`src/design/wwvb_tcd_pkg.sv`:
```
package wwvb_tcd_pkg;

  localparam int unsigned LenW      = 12;
  localparam int unsigned PosW      = 6;
  localparam int unsigned WeightW   = 8;
  localparam int unsigned DayW      = 9;
  localparam logic [5:0]  LastPos   = 6'd59;

  typedef enum logic [1:0] {
    SYM_ZERO   = 2'd0,
    SYM_ONE    = 2'd1,
    SYM_MARKER = 2'd2,
    SYM_ERROR  = 2'd3
  } sym_e;

  typedef enum logic [1:0] {
    REG_ERROR_LIMIT  = 2'd0,
    REG_MARKER_LIMIT = 2'd1,
    REG_ONE_LIMIT    = 2'd2,
    REG_ZERO_LIMIT   = 2'd3
  } reg_idx_e;

  typedef enum logic [3:0] {
    SLOT_UNUSED   = 4'd0,
    SLOT_MINUTE   = 4'd1,
    SLOT_HOUR     = 4'd2,
    SLOT_DAY      = 4'd3,
    SLOT_YEAR     = 4'd4,
    SLOT_LEAP_YR  = 4'd5,
    SLOT_LEAP_SEC = 4'd6,
    SLOT_DST      = 4'd7,
    SLOT_MARKER   = 4'd8
  } slot_kind_e;

  typedef struct packed {
    logic [1:0] symbol;
    logic [5:0] position;
    logic       frame_done;
    logic       frame_error;
    logic [6:0] minutes;
    logic [5:0] hours;
    logic [8:0] day_of_year;
    logic [7:0] year_of_century;
    logic [3:0] month;
    logic [4:0] day_of_month;
    logic [1:0] leap_flags;
    logic [1:0] dst_state;
  } result_t;

  function automatic slot_kind_e slot_kind(input logic [5:0] pos);
    slot_kind_e k;
    case (pos)
      6'd0, 6'd9, 6'd19, 6'd29, 6'd39, 6'd49, 6'd59: k = SLOT_MARKER;
      6'd1, 6'd2, 6'd3, 6'd5, 6'd6, 6'd7, 6'd8: k = SLOT_MINUTE;
      6'd12, 6'd13, 6'd15, 6'd16, 6'd17, 6'd18: k = SLOT_HOUR;
      6'd22, 6'd23, 6'd25, 6'd26, 6'd27, 6'd28,
      6'd30, 6'd31, 6'd32, 6'd33: k = SLOT_DAY;
      6'd45, 6'd46, 6'd47, 6'd48, 6'd50, 6'd51, 6'd52, 6'd53: k = SLOT_YEAR;
      6'd55: k = SLOT_LEAP_YR;
      6'd56: k = SLOT_LEAP_SEC;
      6'd57, 6'd58: k = SLOT_DST;
      default: k = SLOT_UNUSED;
    endcase
    return k;
  endfunction

  function automatic logic [WeightW-1:0] slot_weight(input logic [5:0] pos);
    logic [WeightW-1:0] w;
    case (pos)
      6'd22: w = 8'd200;
      6'd23: w = 8'd100;
      6'd25, 6'd45: w = 8'd80;
      6'd1, 6'd26, 6'd46: w = 8'd40;
      6'd2, 6'd12, 6'd27, 6'd47: w = 8'd20;
      6'd3, 6'd13, 6'd28, 6'd48: w = 8'd10;
      6'd5, 6'd15, 6'd30, 6'd50: w = 8'd8;
      6'd6, 6'd16, 6'd31, 6'd51: w = 8'd4;
      6'd7, 6'd17, 6'd32, 6'd52, 6'd57: w = 8'd2;
      6'd8, 6'd18, 6'd33, 6'd53, 6'd55, 6'd56, 6'd58: w = 8'd1;
      default: w = 8'd0;
    endcase
    return w;
  endfunction

  function automatic logic [DayW-1:0] days_before(input logic [3:0] m);
    logic [DayW-1:0] d;
    case (m)
      4'd0:  d = 9'd0;
      4'd1:  d = 9'd31;
      4'd2:  d = 9'd59;
      4'd3:  d = 9'd90;
      4'd4:  d = 9'd120;
      4'd5:  d = 9'd151;
      4'd6:  d = 9'd181;
      4'd7:  d = 9'd212;
      4'd8:  d = 9'd243;
      4'd9:  d = 9'd273;
      4'd10: d = 9'd304;
      4'd11: d = 9'd334;
      4'd12: d = 9'd365;
      default: d = 9'd0;
    endcase
    return d;
  endfunction

endpackage

```
`src/design/wwvb_tcd_if.sv`:
```
interface wwvb_tcd_pulse_if;
  logic        valid;
  logic        ready;
  logic [11:0] pulse_length;

  modport source (output valid, output pulse_length, input ready);
  modport sink (input valid, input pulse_length, output ready);
endinterface

interface wwvb_tcd_result_if;
  logic       valid;
  logic       ready;
  logic [1:0] symbol;
  logic [5:0] position;
  logic       frame_done;
  logic       frame_error;
  logic [6:0] minutes;
  logic [5:0] hours;
  logic [8:0] day_of_year;
  logic [7:0] year_of_century;
  logic [3:0] month;
  logic [4:0] day_of_month;
  logic [1:0] leap_flags;
  logic [1:0] dst_state;

  modport source (
    output valid, output symbol, output position, output frame_done, output frame_error,
    output minutes, output hours, output day_of_year, output year_of_century,
    output month, output day_of_month, output leap_flags, output dst_state,
    input ready
  );
  modport sink (
    input valid, input symbol, input position, input frame_done, input frame_error,
    input minutes, input hours, input day_of_year, input year_of_century,
    input month, input day_of_month, input leap_flags, input dst_state,
    output ready
  );
endinterface

```
`src/design/wwvb_tcd_classify.sv`:
```
module wwvb_tcd_classify import wwvb_tcd_pkg::*; (
  input  logic            clk_i,
  input  logic            rst_ni,
  input  logic            cfg_we_i,
  input  logic [1:0]      cfg_index_i,
  input  logic [LenW-1:0] cfg_wdata_i,
  input  logic [LenW-1:0] len_i,
  output sym_e            sym_o
);

  logic [LenW-1:0] error_limit_q, marker_limit_q, one_limit_q, zero_limit_q;

  always_ff @(posedge clk_i or negedge rst_ni) begin
    if (!rst_ni) begin
      error_limit_q  <= 12'd100;
      marker_limit_q <= 12'd400;
      one_limit_q    <= 12'd700;
      zero_limit_q   <= 12'd1000;
    end else if (cfg_we_i) begin
      case (reg_idx_e'(cfg_index_i))
        REG_ERROR_LIMIT:  error_limit_q  <= cfg_wdata_i;
        REG_MARKER_LIMIT: marker_limit_q <= cfg_wdata_i;
        REG_ONE_LIMIT:    one_limit_q    <= cfg_wdata_i;
        REG_ZERO_LIMIT:   zero_limit_q   <= cfg_wdata_i;
        default: ;
      endcase
    end
  end

  always_comb begin
    if (len_i < error_limit_q) begin
      sym_o = SYM_ERROR;
    end else if (len_i < marker_limit_q) begin
      sym_o = SYM_MARKER;
    end else if (len_i < one_limit_q) begin
      sym_o = SYM_ONE;
    end else if (len_i < zero_limit_q) begin
      sym_o = SYM_ZERO;
    end else begin
      sym_o = SYM_ERROR;
    end
  end

endmodule

```
`src/design/wwvb_tcd_calendar.sv`:
```
module wwvb_tcd_calendar import wwvb_tcd_pkg::*; (
  input  logic [DayW-1:0] day_i,
  input  logic            leap_i,
  output logic [3:0]      month_o,
  output logic [4:0]      dom_o
);

  logic [DayW-1:0] start_k;
  logic [DayW-1:0] prev_start;
  logic [DayW-1:0] dom_full;
  logic [3:0]      m;

  always_comb begin
    m = 4'd12;
    start_k = '0;
    for (int k = 12; k >= 1; k--) begin
      start_k = days_before(4'(k)) + ((k >= 2) ? {{(DayW-1){1'b0}}, leap_i} : '0);
      if (day_i <= start_k) begin
        m = 4'(k);
      end
    end
    prev_start = days_before(m - 4'd1)
                 + ((m >= 4'd3) ? {{(DayW-1){1'b0}}, leap_i} : '0);
    dom_full = day_i - prev_start;
    if (day_i == '0) begin
      month_o = 4'd1;
      dom_o   = 5'd1;
    end else begin
      month_o = m;
      dom_o   = (dom_full > 9'd31) ? 5'd31 : dom_full[4:0];
    end
  end

endmodule

```
`src/design/wwvb_tcd_frame.sv`:
```
module wwvb_tcd_frame import wwvb_tcd_pkg::*; (
  input  logic    clk_i,
  input  logic    rst_ni,
  input  logic    step_i,
  input  sym_e    sym_i,
  output result_t res_o
);

  logic [PosW-1:0] fpos_q, fpos_d;
  logic            in_sync_q, in_sync_d;
  logic            last_q, last_d;
  logic            err_q, err_d;
  logic [6:0]      min_q, min_d;
  logic [5:0]      hour_q, hour_d;
  logic [8:0]      day_q, day_d;
  logic [7:0]      year_q, year_d;
  logic            leap_yr_q, leap_yr_d;
  logic            leap_sec_q, leap_sec_d;
  logic [1:0]      dst_q, dst_d;

  logic               marker;
  logic               clear;
  logic               slip;
  logic               done;
  logic [PosW-1:0]    p;
  logic [PosW-1:0]    pos;
  slot_kind_e         kind;
  logic [WeightW-1:0] w;
  logic [3:0]         cal_month;
  logic [4:0]         cal_dom;

  wwvb_tcd_calendar u_calendar (
    .day_i   (day_q),
    .leap_i  (leap_yr_q),
    .month_o (cal_month),
    .dom_o   (cal_dom)
  );

  always_comb begin
    fpos_d     = fpos_q;
    in_sync_d  = in_sync_q;
    err_d      = err_q;
    min_d      = min_q;
    hour_d     = hour_q;
    day_d      = day_q;
    year_d     = year_q;
    leap_yr_d  = leap_yr_q;
    leap_sec_d = leap_sec_q;
    dst_d      = dst_q;
    marker     = (sym_i == SYM_MARKER);
    last_d     = marker;
    clear      = 1'b0;
    slip       = 1'b0;
    done       = 1'b0;
    pos        = '0;
    p          = '0;
    kind       = SLOT_UNUSED;
    w          = '0;

    if (!in_sync_q) begin
      if (marker && last_q) begin
        in_sync_d = 1'b1;
        clear     = 1'b1;
        fpos_d    = 6'd1;
      end
    end else begin
      p = (fpos_q > LastPos) ? '0 : fpos_q;
      if (marker && last_q && (p != '0)) begin
        clear  = 1'b1;
        slip   = 1'b1;
        fpos_d = 6'd1;
      end else begin
        pos  = p;
        kind = slot_kind(p);
        w    = slot_weight(p);
        if ((sym_i == SYM_ERROR) || ((kind == SLOT_MARKER) != marker)) begin
          err_d = 1'b1;
        end
        if (sym_i == SYM_ONE) begin
          case (kind)
            SLOT_MINUTE:   min_d      = 7'(min_q + w[6:0]);
            SLOT_HOUR:     hour_d     = 6'(hour_q + w[5:0]);
            SLOT_DAY:      day_d      = 9'(day_q + {1'b0, w});
            SLOT_YEAR:     year_d     = 8'(year_q + w);
            SLOT_LEAP_YR:  leap_yr_d  = 1'b1;
            SLOT_LEAP_SEC: leap_sec_d = 1'b1;
            SLOT_DST:      dst_d      = dst_q | w[1:0];
            default: ;
          endcase
        end
        if (p == LastPos) begin
          done   = 1'b1;
          clear  = 1'b1;
          fpos_d = '0;
        end else begin
          fpos_d = p + 6'd1;
        end
      end
    end

    res_o          = '0;
    res_o.symbol   = sym_i;
    res_o.position = pos;
    if (done) begin
      res_o.frame_done      = 1'b1;
      res_o.frame_error     = err_d;
      res_o.minutes         = min_d;
      res_o.hours           = hour_d;
      res_o.day_of_year     = day_d;
      res_o.year_of_century = year_d;
      res_o.month           = cal_month;
      res_o.day_of_month    = cal_dom;
      res_o.leap_flags      = {leap_sec_d, leap_yr_d};
      res_o.dst_state       = dst_d;
    end

    if (clear) begin
      min_d      = '0;
      hour_d     = '0;
      day_d      = '0;
      year_d     = '0;
      leap_yr_d  = 1'b0;
      leap_sec_d = 1'b0;
      dst_d      = '0;
      err_d      = slip;
    end
  end

  always_ff @(posedge clk_i or negedge rst_ni) begin
    if (!rst_ni) begin
      fpos_q     <= '0;
      in_sync_q  <= 1'b0;
      last_q     <= 1'b0;
      err_q      <= 1'b0;
      min_q      <= '0;
      hour_q     <= '0;
      day_q      <= '0;
      year_q     <= '0;
      leap_yr_q  <= 1'b0;
      leap_sec_q <= 1'b0;
      dst_q      <= '0;
    end else if (step_i) begin
      fpos_q     <= fpos_d;
      in_sync_q  <= in_sync_d;
      last_q     <= last_d;
      err_q      <= err_d;
      min_q      <= min_d;
      hour_q     <= hour_d;
      day_q      <= day_d;
      year_q     <= year_d;
      leap_yr_q  <= leap_yr_d;
      leap_sec_q <= leap_sec_d;
      dst_q      <= dst_d;
    end
  end

endmodule

```
`src/design/wwvb_time_code_decoder.sv`:
```
// Channel    Modport   Carries
// pulse_i    sink      pulse_length (12 bits, ms)
// result_o   source    symbol, position, frame fields of one decoded second
// cfg_*_i    write     four 12-bit pulse length limits, no read-back
//
// Every pulse yields one result transaction, via the input and result registers.
// A new pulse can be taken every cycle: the input register and the result register
// each advance whenever the stage after them is free.
// Reset clears the frame state and loads the default limits.
// A stalled result holds its register; the input register still takes one more pulse if it is empty.
module wwvb_time_code_decoder import wwvb_tcd_pkg::*; (
  input  logic                     clk_i,
  input  logic                     rst_ni,
  input  logic                     cfg_we_i,
  input  logic [1:0]               cfg_index_i,
  input  logic [LenW-1:0]          cfg_wdata_i,
  wwvb_tcd_pulse_if.sink           pulse_i,
  wwvb_tcd_result_if.source        result_o
);

  logic            in_valid_q;
  logic [LenW-1:0] len_q;
  logic            out_valid_q;
  result_t         res_q;
  result_t         res;
  sym_e            sym;
  logic            out_load;
  logic            in_load;
  logic            step;

  assign out_load      = !out_valid_q || result_o.ready;
  assign in_load       = !in_valid_q || out_load;
  assign step          = in_valid_q && out_load;
  assign pulse_i.ready = in_load;

  always_ff @(posedge clk_i or negedge rst_ni) begin
    if (!rst_ni) begin
      in_valid_q  <= 1'b0;
      out_valid_q <= 1'b0;
    end else begin
      if (in_load) begin
        in_valid_q <= pulse_i.valid;
      end
      if (out_load) begin
        out_valid_q <= in_valid_q;
      end
    end
  end

  always_ff @(posedge clk_i) begin
    if (in_load && pulse_i.valid) begin
      len_q <= pulse_i.pulse_length;
    end
    if (step) begin
      res_q <= res;
    end
  end

  wwvb_tcd_classify u_classify (
    .clk_i       (clk_i),
    .rst_ni      (rst_ni),
    .cfg_we_i    (cfg_we_i),
    .cfg_index_i (cfg_index_i),
    .cfg_wdata_i (cfg_wdata_i),
    .len_i       (len_q),
    .sym_o       (sym)
  );

  wwvb_tcd_frame u_frame (
    .clk_i  (clk_i),
    .rst_ni (rst_ni),
    .step_i (step),
    .sym_i  (sym),
    .res_o  (res)
  );

  assign result_o.valid           = out_valid_q;
  assign result_o.symbol          = res_q.symbol;
  assign result_o.position        = res_q.position;
  assign result_o.frame_done      = res_q.frame_done;
  assign result_o.frame_error     = res_q.frame_error;
  assign result_o.minutes         = res_q.minutes;
  assign result_o.hours           = res_q.hours;
  assign result_o.day_of_year     = res_q.day_of_year;
  assign result_o.year_of_century = res_q.year_of_century;
  assign result_o.month           = res_q.month;
  assign result_o.day_of_month    = res_q.day_of_month;
  assign result_o.leap_flags      = res_q.leap_flags;
  assign result_o.dst_state       = res_q.dst_state;

  a_pos_range: assert property (@(posedge clk_i) disable iff (!rst_ni)
    out_valid_q |-> (res_q.position <= LastPos))
    else $error("result position beyond the end of the frame");

  a_done_at_end: assert property (@(posedge clk_i) disable iff (!rst_ni)
    (out_valid_q && res_q.frame_done) |-> (res_q.position == LastPos))
    else $error("frame completed away from the last second");

  a_month_range: assert property (@(posedge clk_i) disable iff (!rst_ni)
    (out_valid_q && res_q.frame_done) |-> (res_q.month >= 4'd1 && res_q.month <= 4'd12))
    else $error("decoded month out of range");

  a_no_frame_fields: assert property (@(posedge clk_i) disable iff (!rst_ni)
    (out_valid_q && !res_q.frame_done) |-> (res_q.month == '0 && !res_q.frame_error))
    else $error("frame fields set without a completed frame");

endmodule
```
`src/flat_wrapper.sv`:
```
// flat-port wrapper written by rule: the top's interface ports become plain ports
module wwvb_time_code_decoder_flat import wwvb_tcd_pkg::*;
  (clk_i, rst_ni, cfg_we_i, cfg_index_i, cfg_wdata_i, pulse_i_valid, pulse_i_pulse_length, pulse_i_ready, result_o_valid, result_o_symbol, result_o_position, result_o_frame_done, result_o_frame_error, result_o_minutes, result_o_hours, result_o_day_of_year, result_o_year_of_century, result_o_month, result_o_day_of_month, result_o_leap_flags, result_o_dst_state, result_o_ready);
  wwvb_tcd_pulse_if pulse_i_i ();
  wwvb_tcd_result_if result_o_i ();
  input  logic clk_i;
  input  logic rst_ni;
  input  logic cfg_we_i;
  input  logic [1:0] cfg_index_i;
  input  logic [LenW-1:0] cfg_wdata_i;
  input wire logic [$bits(pulse_i_i.valid)-1:0] pulse_i_valid;
  input wire logic [$bits(pulse_i_i.pulse_length)-1:0] pulse_i_pulse_length;
  output wire logic [$bits(pulse_i_i.ready)-1:0] pulse_i_ready;
  output wire logic [$bits(result_o_i.valid)-1:0] result_o_valid;
  output wire logic [$bits(result_o_i.symbol)-1:0] result_o_symbol;
  output wire logic [$bits(result_o_i.position)-1:0] result_o_position;
  output wire logic [$bits(result_o_i.frame_done)-1:0] result_o_frame_done;
  output wire logic [$bits(result_o_i.frame_error)-1:0] result_o_frame_error;
  output wire logic [$bits(result_o_i.minutes)-1:0] result_o_minutes;
  output wire logic [$bits(result_o_i.hours)-1:0] result_o_hours;
  output wire logic [$bits(result_o_i.day_of_year)-1:0] result_o_day_of_year;
  output wire logic [$bits(result_o_i.year_of_century)-1:0] result_o_year_of_century;
  output wire logic [$bits(result_o_i.month)-1:0] result_o_month;
  output wire logic [$bits(result_o_i.day_of_month)-1:0] result_o_day_of_month;
  output wire logic [$bits(result_o_i.leap_flags)-1:0] result_o_leap_flags;
  output wire logic [$bits(result_o_i.dst_state)-1:0] result_o_dst_state;
  input wire logic [$bits(result_o_i.ready)-1:0] result_o_ready;
  assign pulse_i_i.valid = pulse_i_valid;
  assign pulse_i_i.pulse_length = pulse_i_pulse_length;
  assign pulse_i_ready = pulse_i_i.ready;
  assign result_o_valid = result_o_i.valid;
  assign result_o_symbol = result_o_i.symbol;
  assign result_o_position = result_o_i.position;
  assign result_o_frame_done = result_o_i.frame_done;
  assign result_o_frame_error = result_o_i.frame_error;
  assign result_o_minutes = result_o_i.minutes;
  assign result_o_hours = result_o_i.hours;
  assign result_o_day_of_year = result_o_i.day_of_year;
  assign result_o_year_of_century = result_o_i.year_of_century;
  assign result_o_month = result_o_i.month;
  assign result_o_day_of_month = result_o_i.day_of_month;
  assign result_o_leap_flags = result_o_i.leap_flags;
  assign result_o_dst_state = result_o_i.dst_state;
  assign result_o_i.ready = result_o_ready;
  wwvb_time_code_decoder u_core (.clk_i(clk_i), .rst_ni(rst_ni), .cfg_we_i(cfg_we_i), .cfg_index_i(cfg_index_i), .cfg_wdata_i(cfg_wdata_i), .pulse_i(pulse_i_i), .result_o(result_o_i));
endmodule
```
`config.mk`:
```
export PLATFORM = sky130hd
export DESIGN_NAME = wwvb_time_code_decoder_flat
export DESIGN_NICKNAME = d
export VERILOG_FILES = /design/src/design/wwvb_tcd_pkg.sv /design/src/design/wwvb_tcd_if.sv /design/src/design/wwvb_tcd_classify.sv /design/src/design/wwvb_tcd_calendar.sv /design/src/design/wwvb_tcd_frame.sv /design/src/design/wwvb_time_code_decoder.sv /design/src/flat_wrapper.sv
export SDC_FILE = /design/constraint.sdc
export NUM_CORES = 1
export LEC_CHECK = 0
export BUFFER_PORTS_ARGS = -buffer_cell sky130_fd_sc_hd__buf_4
export CAP_MARGIN = 20
export CELL_PAD_IN_SITES_DETAIL_PLACEMENT = 0
export CELL_PAD_IN_SITES_GLOBAL_PLACEMENT = 2
export CORE_MARGIN = 2
export CORE_UTILIZATION = 43
export DETAILED_ROUTE_END_ITERATION = 8
export PLACE_DENSITY_LB_ADDON = 0.1
export SETUP_SLACK_MARGIN = 0.02
export SYNTH_ARGS = -nofsm -noshare
export SYNTH_HDL_FRONTEND = slang
export SYNTH_HIERARCHICAL = 1
export SYNTH_SLANG_ARGS = --single-unit
```
`constraint.sdc`:
```
create_clock -name clk_i -period 15.63 [get_ports clk_i]
set_input_delay 1.563 -clock clk_i [delete_from_list [all_inputs] [get_ports clk_i]]
set_output_delay 1.563 -clock clk_i [all_outputs]
set_load 0.005 [all_outputs]
```
==> impl_metrics.toml <==
[placed_design]
placed_area_um2 = 11960
finalWeightedCongestion = 0.8027
post-place-ws_ns = 9.238
place_hpwl_um = 19580
port_buffers = 85

[clocking]
cts_setup_buffers = 0
clockBufferDepth = 2
cts_root_buf = "clkbuf_16"
numCtsBuffers = 17
cts_tree = "done"
h-tree-depth = 4
clock_sinks = 158
path_clk_slew_ns = 0.07
cts.repair.resized = 0
postCtsHoldBufs = 0
clk_latency_ns = 0.43

[floorplan]
die_height_um = 164.6
die_w_um = 164.6
core_um2 = 25250
io_pins = 86
rows = 58
initial_core_util_pct = 43.89
die_area_um2 = 27080

[setup_path]
arrival_ns = 6.54
cp_common_cell = "ha_1"
rr_worst_depth = 25
path_buf_inv = 2
cp_top_family = "compound AO/OA/AOI/OAI gates"
crit_path_start_kind = "register"
cp.depth = 25
crit_path_max_incr_delay_ns = 0.64
criticalPathCategory = "register to register"
critPathMaxFanout = 13
worst_path_max_delay_cell = "dfrtp_1"
cp-end-kind = "register"
required_ns = 15.81

[timing]
fin_crit_sh_pct = 40.70
final.min_clock_period_ns = 6.361
fmax_mhz = 157.2
fin_ws_ns = 9.269
finalSetupViolCount = 0
hold_viol = 0
relSlewSlack_pct = 28.81
skew_ns = 0.01948
rsz0062_at_grt = "false"
worst_slew_pin_slew_ns = 1.061
finalSetupTns_ns = 0
drv_slew = 0

[drt]
wl_per_cell_um = 18.25
ant_nets = 0
routed_wl_um = 27550
num_vias = 8293
post-route-drc-count = 0
viasPerCell = 5.492
first_pass_iters = 5
drt-initial-drc-count = 637

[finish]
diodes = 0
n_fill_cell = 2395
final_area_um2 = 12540
drive_gt1_share_pct = 17.29
nets = 1312
syn_to_final_growth_pct = 13.09

[power]
power.total_mw = 1.594
p_leak_nw = 5.502
powerDensity_nw_per_um2 = 127.2
vdd_ir_drop_max_uv = 71.79

[synth]
synthArstFlopShare_pct = 58.86
yosysSeqAreaShare_pct = 38.81
yosys.cell_count.top_type = "ha_1"
yosys_register_bits = 158
synth.largest_area_cell = "edfxtp_1"
netlist.area_leader.share_pct = 17.61
synth.area.top_cells = "edfxtp_1, dfrtp_1, ha_1"
ys_types = 105
synth_common_cells = "ha_1, inv_1, nor2_1"
synth_edf_count = 65
syn-num-nets = 1246
synthesis.area_um2 = 11080
synthFlopType = "dfrtp_1"
ys_warn_count = 6
syn_area_per_cell_um2 = 10.07
synthCells = 1101

[worst_hold_path]
hold_path_class = "register to register"
min_path_cells = 1

[run]
drv_cap = 0

[grt]
grt_first_pass_wirelength_um = 44370
grt_pass1_vias = 8102
grt-ovfl-total = 0
grt_max_degree = 64
grt_antenna_before_repair = 0
grt_util_all_layers_pct = 20.98

[status]
status = "complete, no violations"
==> cells in the final DEF (no fill, tap or decap), drive strengths merged, types with 5 or more instances in the layout <==
master | netlist | layout
o21ai | 76 | 76
xor2 | 8 | 8
a21oi | 45 | 45
nand3 | 20 | 20
o211ai | 9 | 9
fa | 6 | 6
nor3 | 8 | 8
nor4 | 6 | 6
nand4 | 6 | 6
ha | 108 | 108
mux2i | 27 | 27
nand2 | 65 | 65
or2 | 6 | 6
inv | 102 | 109
o21a | 9 | 9
and2 | 20 | 20
dfrtp | 75 | 75
xnor2 | 18 | 18
nand3b | 6 | 6
nor3b | 6 | 6
a21o | 21 | 21
o31ai | 8 | 8
nor2b | 18 | 18
nand2b | 18 | 18
nor2 | 90 | 90
a22o | 32 | 32
and3 | 7 | 7
clkinv | 0 | 5
mux2 | 38 | 38
edfxtp | 65 | 65
or3 | 5 | 5
clkbuf | 20 | 17
buf | 30 | 97
a31oi | 18 | 18
a211oi | 16 | 16
dfstp | 18 | 18
o311ai | 6 | 6
==> final cells by class <==
type | count | area, um^2 | area share (%)
tap | 330 | 412.9 | 3.294
sequential | 158 | 4302 | 34.31
timing repair buffer | 97 | 728.2 | 5.809
clock buffer | 17 | 425.4 | 3.394
clock inverter | 15 | 152.6 | 1.218
multi-input combinational | 791 | 6132 | 48.92
inverter | 102 | 382.9 | 3.054
==> path summary, 6_finish.rpt <==
check / startpoint / to / slack [ns]
hold / removal: u_core/u_frame/hour_q[5] / u_core/u_frame/hour_q[5] / 0.48
setup reg to reg: u_core/u_frame/day_q[1] / u_core/result_o.day_of_month[2] / 9.27
hold reg to reg: u_core/u_frame/hour_q[5] / u_core/u_frame/hour_q[5] / 0.48
setup / recovery: u_core/u_frame/day_q[1] / u_core/result_o.day_of_month[2] / 9.27
min in group asynchronous: rst_ni / u_core/u_classify/marker_limit_q[6] / 1.06
max in group asynchronous: rst_ni / u_core/u_frame/year_q[1] / 13.31
==> per-stage QoR <==
step / hold WS, ns / cells / util (%)
floorplan: 0.4400 / 1101 / -
global placement: 0.4662 / 1478 / 47.35
detailed placement: 0.4753 / 1478 / 47.35
CTS: 0.4840 / 1510 / 49.64
global route: 0.5079 / 1510 / 49.64
finish: 0.4806 / 1510 / 49.64
==> power breakdown <==
group | internal, mW | switching (mW)
logic | 0.261 | 0.384
clock network | 0.225 | 0.191
registers | 0.494 | 0.0392
==> worst reg2reg max path, cell delays in order (launching register included) <==
cell	delay [ns]
dfrtp_1	0.64
ha_1	0.36
o21bai_1	0.31
o31a_4	0.22
a21o_2	0.21
nor2_1	0.07
o31ai_1	0.32
nand2b_1	0.16
ha_1	0.21
inv_1	0.05
ha_1	0.28
nand2_1	0.19
a21oi_1	0.09
a21o_1	0.19
fa_1	0.50
inv_1	0.05
ha_1	0.16
or2_2	0.31
fa_1	0.40
nand2b_1	0.18
a31o_2	0.26
nand2_1	0.12
nor2_1	0.08
a2111oi_4	0.46
a31oi_1	0.13
and2_1	0.17
==> logic make-up after synthesis <==
logic type      after synthesis  share of synthesized area (%)
simple gates                302                          14.34
compound gates              284                          19.16
flops                       158                          38.81
buf+inv                     152                          5.937
fa+ha+maj                   114                          13.27
mux                          65                          6.299
xor+xnor                     26                          2.190
==> state kept, by name, indices dropped and copies added, names as in the netlist, 7 cells and up <==
| signal | flops |
|---|---|
| u_core/len_q | 12 |
| u_core/result_o.day_of_year | 9 |
| u_core/result_o.minutes | 7 |
| u_core/result_o.year_of_century | 8 |
| u_core/u_classify/error_limit_q | 12 |
| u_core/u_classify/marker_limit_q | 12 |
| u_core/u_classify/one_limit_q | 12 |
| u_core/u_classify/zero_limit_q | 12 |
| u_core/u_frame/day_q | 9 |
| u_core/u_frame/min_q | 7 |
| u_core/u_frame/year_q | 8 |
==> metal layers <==
layer  routed length, um  part of all wire [%]  GRT usage (%)  up-vias
met4                 161                  0.58          3.557        0
met2               13010                    47          34.61      149
met3                 942                   3.4          2.913       11
met5                   0                     0              0        -
met1               13440                    49          29.81     4021
li1                    -                     -              -     4112
Note: power is estimated with default switching activity, not from simulation.
